===== src/design/srw_pkg.sv =====
// ----------------------------------------------------------------------------
// srw_pkg
// shared types and constants of the selective-repeat window sender
// ----------------------------------------------------------------------------
package srw_pkg;

    localparam int SRW_WINDOW = 8;
    localparam int QDEPTH     = 2;

    localparam logic [1:0] OP_START = 2'd0;
    localparam logic [1:0] OP_LOST  = 2'd1;
    localparam logic [1:0] OP_ACK   = 2'd2;
    localparam logic [1:0] OP_NONE  = 2'd3;

    localparam logic REG_TOTAL_BYTES   = 1'b0;
    localparam logic REG_PAYLOAD_BYTES = 1'b1;

    localparam logic [15:0] TOTAL_BYTES_RST   = 16'd1024;
    localparam logic [7:0]  PAYLOAD_BYTES_RST = 8'd32;

    typedef struct packed {
        logic [1:0]  opcode;
        logic [15:0] lost_seq;
    } srw_in_t;

    typedef struct packed {
        logic [15:0] seq;
        logic [7:0]  length;
        logic [15:0] window_start;
        logic [15:0] window_finish;
        logic        final_data;
        logic        last;
    } srw_out_t;

    typedef enum logic [1:0] {
        KIND_START,
        KIND_LOST,
        KIND_ACK
    } kind_t;

    typedef struct packed {
        kind_t       kind;
        logic [15:0] lost_seq;
    } cmd_t;

    typedef struct packed {
        logic valid;
        cmd_t cmd;
    } srw_q_t;

    typedef struct packed {
        logic [15:0] total_bytes;
        logic [7:0]  payload_bytes;
    } srw_cfg_t;

    typedef enum logic {
        ST_IDLE,
        ST_RUN
    } st_t;

endpackage


===== src/design/srw_front.sv =====
// ----------------------------------------------------------------------------
// srw_front
// accepts commands, decodes the opcode and queues all but OP_NONE for the back end
// ----------------------------------------------------------------------------
module srw_front
    import srw_pkg::*;
(
    input  logic    clk,
    input  logic    rst_n,
    input  logic    start,
    output logic    busy,
    input  srw_in_t item,
    output srw_q_t  q,
    input  logic    pop
);

    localparam int QP_W = (QDEPTH > 1) ? $clog2(QDEPTH) : 1;
    localparam int QC_W = $clog2(QDEPTH + 1);

    cmd_t              fifo_mem [QDEPTH];
    logic [QP_W-1:0]   wr_ptr_reg;
    logic [QP_W-1:0]   wr_ptr_next;
    logic [QP_W-1:0]   rd_ptr_reg;
    logic [QP_W-1:0]   rd_ptr_next;
    logic [QC_W-1:0]   count_reg;
    logic [QC_W-1:0]   count_next;
    logic              keep;
    logic              push;
    logic              do_pop;
    cmd_t              cmd_in;

    assign busy = (count_reg == QC_W'(QDEPTH));

    // decode
    always_comb
    begin
        keep           = 1'b1;
        cmd_in.kind    = KIND_START;
        cmd_in.lost_seq = item.lost_seq;
        unique case (item.opcode)
            OP_START: cmd_in.kind = KIND_START;
            OP_LOST:  cmd_in.kind = KIND_LOST;
            OP_ACK:   cmd_in.kind = KIND_ACK;
            OP_NONE:  keep = 1'b0;
            default:  keep = 1'b0;
        endcase
    end

    assign push   = start && !busy && keep;
    assign do_pop = pop && (count_reg != '0);

    always_comb
    begin
        wr_ptr_next = wr_ptr_reg;
        rd_ptr_next = rd_ptr_reg;
        count_next  = count_reg;
        if (push)
        begin
            wr_ptr_next = (wr_ptr_reg == QP_W'(QDEPTH - 1)) ? '0 : wr_ptr_reg + 1'b1;
        end
        if (do_pop)
        begin
            rd_ptr_next = (rd_ptr_reg == QP_W'(QDEPTH - 1)) ? '0 : rd_ptr_reg + 1'b1;
        end
        if (push && !do_pop)
        begin
            count_next = count_reg + 1'b1;
        end
        else if (do_pop && !push)
        begin
            count_next = count_reg - 1'b1;
        end
    end

    always_ff @(posedge clk or negedge rst_n)
    begin
        if (!rst_n)
        begin
            wr_ptr_reg <= '0;
            rd_ptr_reg <= '0;
            count_reg  <= '0;
        end
        else
        begin
            wr_ptr_reg <= wr_ptr_next;
            rd_ptr_reg <= rd_ptr_next;
            count_reg  <= count_next;
        end
    end

    always_ff @(posedge clk)
    begin
        if (push)
        begin
            fifo_mem[wr_ptr_reg] <= cmd_in;
        end
    end

    assign q.valid = (count_reg != '0);
    assign q.cmd   = fifo_mem[rd_ptr_reg];

endmodule


===== src/design/srw_back.sv =====
// ----------------------------------------------------------------------------
// srw_back
// lost list, window sequencer and issue / multiply / sizing pipeline
// ----------------------------------------------------------------------------
module srw_back
    import srw_pkg::*;
#(
    parameter int WINDOW = SRW_WINDOW
)
(
    input  logic     clk,
    input  logic     rst_n,
    input  srw_cfg_t cfg,
    input  srw_q_t   q,
    output logic     pop,
    output logic     strobe,
    output srw_out_t result
);

    localparam int CNT_W  = $clog2(WINDOW);
    localparam int ISS_W  = $clog2(WINDOW + 1);
    localparam int LIDX_W = (WINDOW - 1 > 1) ? $clog2(WINDOW - 1) : 1;

    st_t               state_reg;
    st_t               state_next;

    logic [15:0]       next_new_seq_reg;
    logic [CNT_W-1:0]  lost_count_reg;
    logic [15:0]       lost_mem [WINDOW-1];

    logic [15:0]       win_start_reg;
    logic [15:0]       win_finish_reg;
    logic [CNT_W-1:0]  win_lost_reg;

    logic [ISS_W-1:0]  a_issued_reg;
    logic [CNT_W-1:0]  a_used_reg;
    logic [15:0]       a_seq_reg;

    logic              b_valid_reg;
    logic              b_from_lost_reg;
    logic              b_last_slot_reg;
    logic [15:0]       b_new_seq_reg;
    logic [15:0]       b_mem_q_reg;

    logic              c_valid_reg;
    logic              c_from_lost_reg;
    logic              c_last_slot_reg;
    logic [15:0]       c_seq_reg;
    logic [23:0]       c_prod_reg;

    logic              begin_win;
    logic              is_start;
    logic              lost_wr;
    logic [15:0]       begin_start;
    logic [CNT_W-1:0]  begin_lost;
    logic              a_issue;
    logic              a_from_lost;
    logic [15:0]       b_n;
    logic [24:0]       c_end_byte;
    logic              c_fin;
    logic [23:0]       c_rem;
    logic [7:0]        c_len;
    logic              c_end;

    assign pop       = (state_reg == ST_IDLE) && q.valid;
    assign is_start  = (q.cmd.kind == KIND_START);
    assign begin_win = pop && (is_start || (q.cmd.kind == KIND_ACK));
    assign lost_wr   = pop && (q.cmd.kind == KIND_LOST)
                       && (lost_count_reg < CNT_W'(WINDOW - 1));

    assign begin_start = is_start ? '0 : next_new_seq_reg;
    assign begin_lost  = is_start ? '0 : lost_count_reg;

    // sizing of the descriptor in the last stage
    assign c_end_byte = {1'b0, c_prod_reg} + 25'(cfg.payload_bytes);
    assign c_fin      = (c_end_byte >= 25'(cfg.total_bytes));
    assign c_rem      = (24'(cfg.total_bytes) > c_prod_reg)
                        ? (24'(cfg.total_bytes) - c_prod_reg) : '0;
    assign c_len      = (c_rem > 24'(cfg.payload_bytes)) ? cfg.payload_bytes : c_rem[7:0];
    assign c_end      = c_valid_reg && (c_fin || c_last_slot_reg);

    assign a_issue     = (state_reg == ST_RUN) && (a_issued_reg < ISS_W'(WINDOW)) && !c_end;
    assign a_from_lost = (a_used_reg < win_lost_reg);

    assign b_n = b_from_lost_reg ? b_mem_q_reg : b_new_seq_reg;

    always_comb
    begin
        state_next = state_reg;
        unique case (state_reg)
            ST_IDLE:
            begin
                if (begin_win)
                begin
                    state_next = ST_RUN;
                end
            end
            ST_RUN:
            begin
                if (c_end)
                begin
                    state_next = ST_IDLE;
                end
            end
            default: state_next = ST_IDLE;
        endcase
    end

    always_ff @(posedge clk or negedge rst_n)
    begin
        if (!rst_n)
        begin
            state_reg        <= ST_IDLE;
            next_new_seq_reg <= '0;
            lost_count_reg   <= '0;
            b_valid_reg      <= 1'b0;
            c_valid_reg      <= 1'b0;
        end
        else
        begin
            state_reg   <= state_next;
            b_valid_reg <= a_issue;
            c_valid_reg <= b_valid_reg && !c_end;
            if (begin_win)
            begin
                lost_count_reg <= '0;
                if (is_start)
                begin
                    next_new_seq_reg <= '0;
                end
            end
            else if (lost_wr)
            begin
                lost_count_reg <= lost_count_reg + 1'b1;
            end
            if (c_valid_reg && !c_from_lost_reg)
            begin
                next_new_seq_reg <= c_seq_reg + 16'd1;
            end
        end
    end

    // window and issue stage
    always_ff @(posedge clk)
    begin
        if (begin_win)
        begin
            win_start_reg  <= begin_start;
            win_finish_reg <= begin_start + 16'(WINDOW - 1) - 16'(begin_lost);
            win_lost_reg   <= begin_lost;
            a_issued_reg   <= '0;
            a_used_reg     <= '0;
            a_seq_reg      <= begin_start;
        end
        else if (a_issue)
        begin
            a_issued_reg <= a_issued_reg + 1'b1;
            if (a_from_lost)
            begin
                a_used_reg <= a_used_reg + 1'b1;
            end
            else
            begin
                a_seq_reg <= a_seq_reg + 16'd1;
            end
        end
    end

    // lost list
    always_ff @(posedge clk)
    begin
        if (lost_wr)
        begin
            lost_mem[lost_count_reg[LIDX_W-1:0]] <= q.cmd.lost_seq;
        end
        if (a_issue && a_from_lost)
        begin
            b_mem_q_reg <= lost_mem[a_used_reg[LIDX_W-1:0]];
        end
    end

    always_ff @(posedge clk)
    begin
        if (a_issue)
        begin
            b_from_lost_reg <= a_from_lost;
            b_last_slot_reg <= (a_issued_reg == ISS_W'(WINDOW - 1));
            b_new_seq_reg   <= a_seq_reg;
        end
        if (b_valid_reg)
        begin
            c_from_lost_reg <= b_from_lost_reg;
            c_last_slot_reg <= b_last_slot_reg;
            c_seq_reg       <= b_n;
            c_prod_reg      <= 24'(b_n) * 24'(cfg.payload_bytes);
        end
    end

    assign strobe               = c_valid_reg;
    assign result.seq           = c_seq_reg;
    assign result.length        = c_len;
    assign result.window_start  = win_start_reg;
    assign result.window_finish = win_finish_reg;
    assign result.final_data    = c_fin;
    assign result.last          = c_fin || c_last_slot_reg;

endmodule


===== src/design/selective_repeat_window_sender_core.sv =====
// ----------------------------------------------------------------------------
// selective_repeat_window_sender_core
// plans the packet windows of a selective-repeat transfer
//
// channel   direction  handshake                 payload
// command   in         start high, busy low      item   (srw_in_t)
// result    out        strobe, one cycle         result (srw_out_t)
// config    in         cfg_we                    cfg_index, cfg_data
//
// a lost-entry command is taken by the back end while it is idle; a start or ack
// command is dequeued, then its descriptors go one per cycle through
// the issue / multiply / sizing pipeline, at most WINDOW of them
// busy rises only when the two-entry command queue is full
// async reset clears progress, the lost count and the queue; the lost list
// itself is not cleared
// ----------------------------------------------------------------------------
module selective_repeat_window_sender_core
    import srw_pkg::*;
#(
    parameter int WINDOW = SRW_WINDOW
)
(
    input  logic        clk,
    input  logic        rst_n,
    input  logic        start,
    output logic        busy,
    input  srw_in_t     item,
    output logic        strobe,
    output srw_out_t    result,
    input  logic        cfg_we,
    input  logic        cfg_index,
    input  logic [15:0] cfg_data
);

    logic [15:0] total_bytes_reg;
    logic [7:0]  payload_bytes_reg;
    srw_cfg_t    cfg;
    srw_q_t      q;
    logic        pop;

    always_ff @(posedge clk or negedge rst_n)
    begin
        if (!rst_n)
        begin
            total_bytes_reg   <= TOTAL_BYTES_RST;
            payload_bytes_reg <= PAYLOAD_BYTES_RST;
        end
        else if (cfg_we)
        begin
            unique case (cfg_index)
                REG_TOTAL_BYTES:   total_bytes_reg   <= cfg_data;
                REG_PAYLOAD_BYTES: payload_bytes_reg <= cfg_data[7:0];
                default:           total_bytes_reg   <= total_bytes_reg;
            endcase
        end
    end

    assign cfg.total_bytes   = total_bytes_reg;
    assign cfg.payload_bytes = payload_bytes_reg;

    srw_front u_front (
        .clk   (clk),
        .rst_n (rst_n),
        .start (start),
        .busy  (busy),
        .item  (item),
        .q     (q),
        .pop   (pop)
    );

    srw_back #(
        .WINDOW (WINDOW)
    ) u_back (
        .clk    (clk),
        .rst_n  (rst_n),
        .cfg    (cfg),
        .q      (q),
        .pop    (pop),
        .strobe (strobe),
        .result (result)
    );

endmodule


===== config.mk =====
export PLATFORM = sky130hd
export DESIGN_NAME = selective_repeat_window_sender_core
export DESIGN_NICKNAME = d
export VERILOG_FILES = /design/src/design/srw_pkg.sv /design/src/design/srw_front.sv /design/src/design/srw_back.sv /design/src/design/selective_repeat_window_sender_core.sv
export SDC_FILE = /design/constraint.sdc
export NUM_CORES = 1
export LEC_CHECK = 0
export BUFFER_PORTS_ARGS = -buffer_cell sky130_fd_sc_hd__buf_2
export CAP_MARGIN = 10
export CORE_MARGIN = 3
export CORE_UTILIZATION = 40
export DETAILED_ROUTE_END_ITERATION = 10
export HOLD_SLACK_MARGIN = 0.1
export PLACE_DENSITY = 0.58
export SYNTH_ARGS = -nofsm -noshare
export SYNTH_HDL_FRONTEND = slang
export SYNTH_SLANG_ARGS = --single-unit
export TNS_END_PERCENT = 20

===== constraint.sdc =====
create_clock -name clk -period 10.42 [get_ports clk]
set_input_delay 2.605 -clock clk [delete_from_list [all_inputs] [get_ports clk]]
set_output_delay 2.605 -clock clk [all_outputs]
set_load 0.03 [all_outputs]

==> flow_metrics.py, run 1 <==
metrics = {
    "outcome": {
        "status": "complete, no violations",
    },
    "finish": {
        "fin_area_mm2": 0.0224,
        "area.growth.synth_to_final_pct": 13.0,
        "multi_input_area_mm2": 0.00923,
        "final_nets": 2058,
        "drive_gt1_share_pct": 14.6,
        "largest_reg_flops": 112,
        "seq_area_mm2": 0.00965,
        "fillers": 4468,
    },
    "die": {
        "start_util_pct": 40.9,
        "die_x_um": 228,
        "fp.coreArea_mm2": 0.0483,
        "rows": 80,
        "die-height_um": 228,
        "dieArea_mm2": 0.0522,
        "io_pins": 99,
    },
    "routing": {
        "ant_nets": 0,
        "drtPass1Iterations": 5,
        "vias_per_cell": 5.25,
        "num_vias": 13200,
        "drc": 0,
        "drt_iter0_markers": 960,
        "wl_per_cell_um": 18.6,
        "routed_wl_um": 46500,
    },
    "logic_synthesis": {
        "yosys.area_share.adder_pct": 16.2,
        "syn-instance-count": 1709,
        "synth_ff_type": "edfxtp_1",
        "syn_avg_cell_area_um2": 11.6,
        "synth_top_family_by_area": "adder cells",
        "synth-compound-area-share_pct": 8.10,
        "synth_top_cell_area_share_pct": 41.7,
        "seq_area_frac_synth_pct": 48.8,
        "syn_nets": 1952,
        "synthTopCellsByArea": "edfxtp_1 42%, fa_1 8.8%, ha_1 7.4%",
        "netlist_area_mm2": 0.0198,
        "synth-xor-area-share_pct": 3.94,
        "synth_seq_cells": 332,
        "yosysMostFrequentCell": "edfxtp_1",
        "ys.warnings.count": 0,
        "synth_top_cell_by_area": "edfxtp_1",
        "synth_edf_count": 275,
        "synthMuxAreaShare_pct": 6.85,
        "synth_cell_types": 87,
        "synthSimpleGateAreaFrac_pct": 11.3,
        "synthArstFlopShare_pct": 15.1,
        "synth_common_cells": "275 x edfxtp_1, 192 x inv_1, 186 x nand2_1",
    },
    "clock_tree": {
        "htreeDepth": 2,
        "path_clk_slew_ns": 0.06,
        "cts_tree": "yes",
        "cts_resized": 0,
        "cts-root-buf": "clkbuf_16",
        "cts_hold_buf": 0,
        "cts_buffers": 40,
        "clkLatencyLatePin_ns": 0.57,
        "clockBufferDepth": 3,
        "cts_setup_buffers": 0,
        "cts.sinks": 332,
    },
    "sta": {
        "hold_viol": 0,
        "relSlewSlack_pct": 27.2,
        "slew_viol_final": 0,
        "min_period_ns": 8.60,
        "clock_skew_ns": 0.0155,
        "rsz0062_at_grt": "false",
        "tightest_slew_ns": 1.09,
        "fmax_mhz": 116,
        "setup_tns_ns": 0,
        "fin_crit_sh_pct": 82.5,
        "setup_slack_ns": 1.82,
        "setup_viol": 0,
    },
    "placement": {
        "post-place-ws_ns": 2.07,
        "hpwl_um": 34000,
        "io_buffers": 98,
        "dpl_cell_area_mm2": 0.0210,
        "gp_congestion": 0.866,
    },
    "grt": {
        "grt_pass1_wl_um": 75000,
        "grt_usage_pct": 18.2,
        "grt_max_degree": 69,
        "gr-total-overflow": 0,
        "grt_antenna_before_repair": 1,
        "grt_pass1_vias": 13600,
    },
    "worst_setup_path": {
        "worst_setup_path_end_kind": "output port",
        "cp.arrival_ns": 5.99,
        "start_kind": "flop",
        "crit_fanout": 9,
        "crit_required_ns": 7.82,
        "crit_type": "flop to output port",
        "r2r_cells": 18,
    },
    "hold_path": {
        "hp-class": "flop to flop",
        "hold_depth": 0,
    },
    "run": {
        "maxCapViolations": 0,
    },
}
==> cell families (layout without fill, tap and decap cells) <==
logic type / Yosys count / after routing
flip-flops: 332 / 332
adder cells (fa/ha/maj): 204 / 204
buffers and inverters: 246 / 384
AND/OR/NAND/NOR: 481 / 481
other: 0 / 1
AO/OA/AOI/OAI: 248 / 248
multiplexers: 109 / 109
XOR/XNOR: 89 / 89
==> path summary, 6_finish.rpt <==
kind | start | end | slack, ns
worst max register to register | u_back.b_from_lost_reg | u_back.c_prod_reg[22] | 3.89
max in group asynchronous | rst_n | u_back.b_valid_reg | 7.68
min in group asynchronous | rst_n | u_back.next_new_seq_reg[8] | 2.20
worst min-delay path | u_back.b_last_slot_reg | u_back.c_last_slot_reg | 0.42
worst min register to register | u_back.b_last_slot_reg | u_back.c_last_slot_reg | 0.42
worst max-delay path | u_back.c_prod_reg[12] | result[41] | 1.82
==> critical path: stages (launching register included) <==
cell	delay [ns]
edfxtp_1	0.43
inv_1	0.12
ha_1	0.44
and3_1	0.25
nand2_1	0.06
a2bb2oi_1	0.14
a311oi_2	0.34
nand2_1	0.15
nor4bb_2	0.72
nand2_1	0.17
inv_1	0.11
ha_1	0.25
a21o_1	0.19
a211oi_1	0.26
o21ai_0	0.16
a211oi_2	0.25
nand4_1	0.19
nor4_4	0.22
o2111ai_4	0.28
mux2i_1	0.41
buf_2	0.27
==> through the flow <==
step	hold WS (ns)	utilization, %	instances
final	0.419	46.2	2504
after global placement	0.404	43.5	2429
after detailed placement	0.422	43.5	2429
after CTS	0.420	46.2	2503
after floorplan	0.400	-	1709
after global routing	0.444	46.2	2503
==> layout make-up <==
| class | instances | area share, % |
|---|---|---|
| Antenna cell | 1 | 0.0112 |
| Clock buffer | 53 | 4.74 |
| Clock inverter | 21 | 1.06 |
| Inverter | 196 | 3.30 |
| Multi-Input combinational cell | 1131 | 41.3 |
| Sequential cell | 332 | 43.2 |
| Tap cell | 656 | 3.67 |
| Timing Repair Buffer | 114 | 2.73 |
==> metal layers <==
metal  vias up  track usage [%]  share of wire, %
met1      6550             25.5                46
met4         0             4.62               2.1
met5         -                0                 0
met3        61             3.41               6.0
met2       354             29.2                46
li1       6186                -                 -
==> cell usage in the layout (no fill, tap or decap), drive strengths merged, types with 6 or more instances in the layout <==
master  netlist  routed
o211ai        7       7
a21boi        6       6
nand2b       20      20
nand3        29      29
a21o         22      22
o21ai        87      87
or3           6       6
fa           87      87
ha          117     117
and2         15      15
dfrtp        48      48
mux2         49      49
nand4        17      17
a211oi        6       6
inv         194     198
nor3         16      16
xor2         29      29
or2           6       6
a311oi        6       6
nand2       186     186
o21bai        6       6
a21oi        57      57
mux2i        44      44
dfxtp         7       7
edfxtp      275     275
nor2        136     136
clkinv        2      15
buf          12     114
clkbuf       38      53
o21a         10      10
nor2b        18      18
and3         14      14
xnor2        60      60
mux4         16      16
Power of run 1 is left out: the tool's default activity adds up to more than one toggle a clock period on the data nets, which glitch-free logic cannot reach.
==> inputs of run 2 (changes only) <==
==> constraint.sdc (replaced) <==
create_clock -name clk -period 8.15 [get_ports clk]
set_input_delay 2.0375 -clock clk [delete_from_list [all_inputs] [get_ports clk]]
set_output_delay 2.0375 -clock clk [all_outputs]
set_load 0.03 [all_outputs]
==> run 2 against run 1 <==
- clock skew grew 0.0051 ns
- final cell count is essentially flat
- sequential share of layout area increased by 0.17 points
- design area down 0.40%
- wire length shrank 0.59%
- critical path type unchanged
- critical endpoint is now result[0]
- largest cell class unchanged
==> flow_metrics.py, run 2 (synthesis results as in run 1) <==
metrics = {
    "run": {
        "maxCapViolations": 0,
    },
    "worst_setup_path": {
        "worst_setup_path_end_kind": "output port",
        "r2r_end": "u_back.c_prod_reg[22]",
        "crit_required_ns": 6.11,
        "start_kind": "flop",
        "crit_slowest_cell": "dfrtp_1",
        "cp.arrival_ns": 5.52,
        "r2r_cells": 18,
        "path_cells": "ha_1 -> inv_1 -> fa_1 -> and2b_1 -> o2111ai_1 -> a31oi_1 -> nor2_1 -> nor4_1 -> xnor2_1 -> ha_1 -> a2111oi_0 -> o21ai_0 -> o22a_1 -> o21ai_0 -> o211ai_1 -> and4b_1 -> nand3b_1 -> buf_2",
        "crit_type": "flop to output port",
        "r2r_slack_ns": 1.63,
        "max_stage_delay_ns": 0.77,
        "r2r_start": "u_back.b_from_lost_reg",
        "crit_fanout": 20,
    },
    "finish": {
        "most-common-layout-cells": "275 x edfxtp_1, 192 x inv_1, 186 x nand2_1",
        "fillers": 4501,
        "final_nets": 2059,
        "drive_gt1_share_pct": 14.6,
        "area.growth.synth_to_final_pct": 12.5,
        "layout_commonest_cell": "edfxtp_1",
        "largest_reg_flops": 112,
    },
    "clock_tree": {
        "cts.sinks": 332,
        "cts_buffers": 38,
        "cts_resized": 0,
        "clkLatencyLatePin_ns": 0.56,
        "cts_setup_buffers": 0,
        "clockBufferDepth": 3,
        "cts-root-buf": "clkbuf_16",
        "cts_tree": "yes",
        "htreeDepth": 2,
        "cts_hold_buf": 0,
        "path_clk_slew_ns": 0.06,
    },
    "sta": {
        "fmax_mhz": 132,
        "setup_tns_ns": 0,
        "min_period_ns": 7.55,
        "clock_skew_ns": 0.0206,
        "slew_viol_final": 0,
        "tightest_slew_ns": 1.09,
        "holdWs_ns": 0.428,
        "rsz0062_at_grt": "false",
        "fin_crit_sh_pct": 92.7,
        "hold_viol": 0,
        "setup_viol": 0,
        "relSlewSlack_pct": 27.6,
    },
    "die": {
        "die-height_um": 228,
        "die_x_um": 228,
        "start_util_pct": 40.9,
        "io_pins": 99,
        "fp.coreArea_mm2": 0.0483,
        "rows": 80,
        "dieArea_mm2": 0.0522,
    },
    "grt": {
        "grt_usage_pct": 18.0,
        "grt_max_degree": 69,
        "grt_antenna_before_repair": 1,
        "grt_pass1_vias": 13400,
        "gr-total-overflow": 0,
        "grt_pass1_wl_um": 74300,
    },
    "routing": {
        "drtPass1Iterations": 5,
        "wl_met3_um": 2520,
        "ant_nets": 0,
        "wl_per_cell_um": 18.5,
        "wl_met1_um": 21800,
        "num_vias": 13000,
        "drc": 0,
        "met2WireLength_um": 20800,
        "vias_per_cell": 5.17,
        "maxUsedRoutingLayer": "met4",
        "routed_wl_um": 46300,
        "drt_iter0_markers": 827,
    },
    "outcome": {
        "status": "complete, no violations",
    },
    "placement": {
        "io_buffers": 98,
        "hpwl_um": 33900,
        "gp_congestion": 0.867,
    },
    "hold_path": {
        "hold_depth": 0,
        "hp-class": "flop to flop",
        "whs_endpoint": "u_back.c_last_slot_reg",
        "hold_path.startpoint": "u_back.b_last_slot_reg",
    },
}
-- run 2: cell count changes in the layout (fill, tap and decap cells not counted), moves of 2 or more --
| cell | previous run | this run |
|---|---|---|
| clkbuf_16 | 40 | 38 |
| buf_4 | 16 | 19 |
| bufinv_16 | 4 | 2 |
| clkinv_1 | 9 | 7 |
-- run 2: stage by stage --
stage	instance area (µm²)	setup slack (ns)	util, %	instances
final	22300	0.597	46.1	2503
after global routing	22300	0.109	46.0	2501
after CTS	22300	0.596	46.0	2501
after detailed placement	21100	1.20	43.6	2432
after global placement	21100	1.21	43.6	2432
after floorplan	19800	1.77	-	1709
-- run 2: per-layer routing --
layer	up-vias	global-route usage, %
met3	60	2.84
met4	0	5.56
met1	6408	25.5
met5	-	0
met2	315	28.5
li1	6169	-
-- run 2: worst max-delay path by stage --
stage	from	end
after floorplan	u_back.c_prod_reg[12]	result[34]
after global placement	payload_bytes_reg[0]	result[0]
after detailed placement	payload_bytes_reg[0]	result[0]
after CTS	payload_bytes_reg[0]	result[0]
after global routing	payload_bytes_reg[0]	result[0]
final	payload_bytes_reg[0]	result[0]
-- run 2: final cells by class --
class	instances	area (µm²)	share of cell area, %
Sequential cell	332	9650	43.4
Multi-Input combinational cell	1131	9230	41.4
Clock buffer	49	992	4.46
Tap cell	656	821	3.69
Inverter	196	738	3.32
Timing Repair Buffer	117	633	2.84
Clock inverter	20	196	0.882
Antenna cell	2	5.00	0.0225
-- run 2: worst max-delay path, delay by kind of cell (launching register included) --
family,cells,cell delay (ns)
simple gates,5,1.45
compound gates,7,1.44
fa+ha+maj,3,0.90
flops,1,0.77
buf+inv,2,0.29
xor+xnor,1,0.11
Power of run 2 is left out for the same reason.
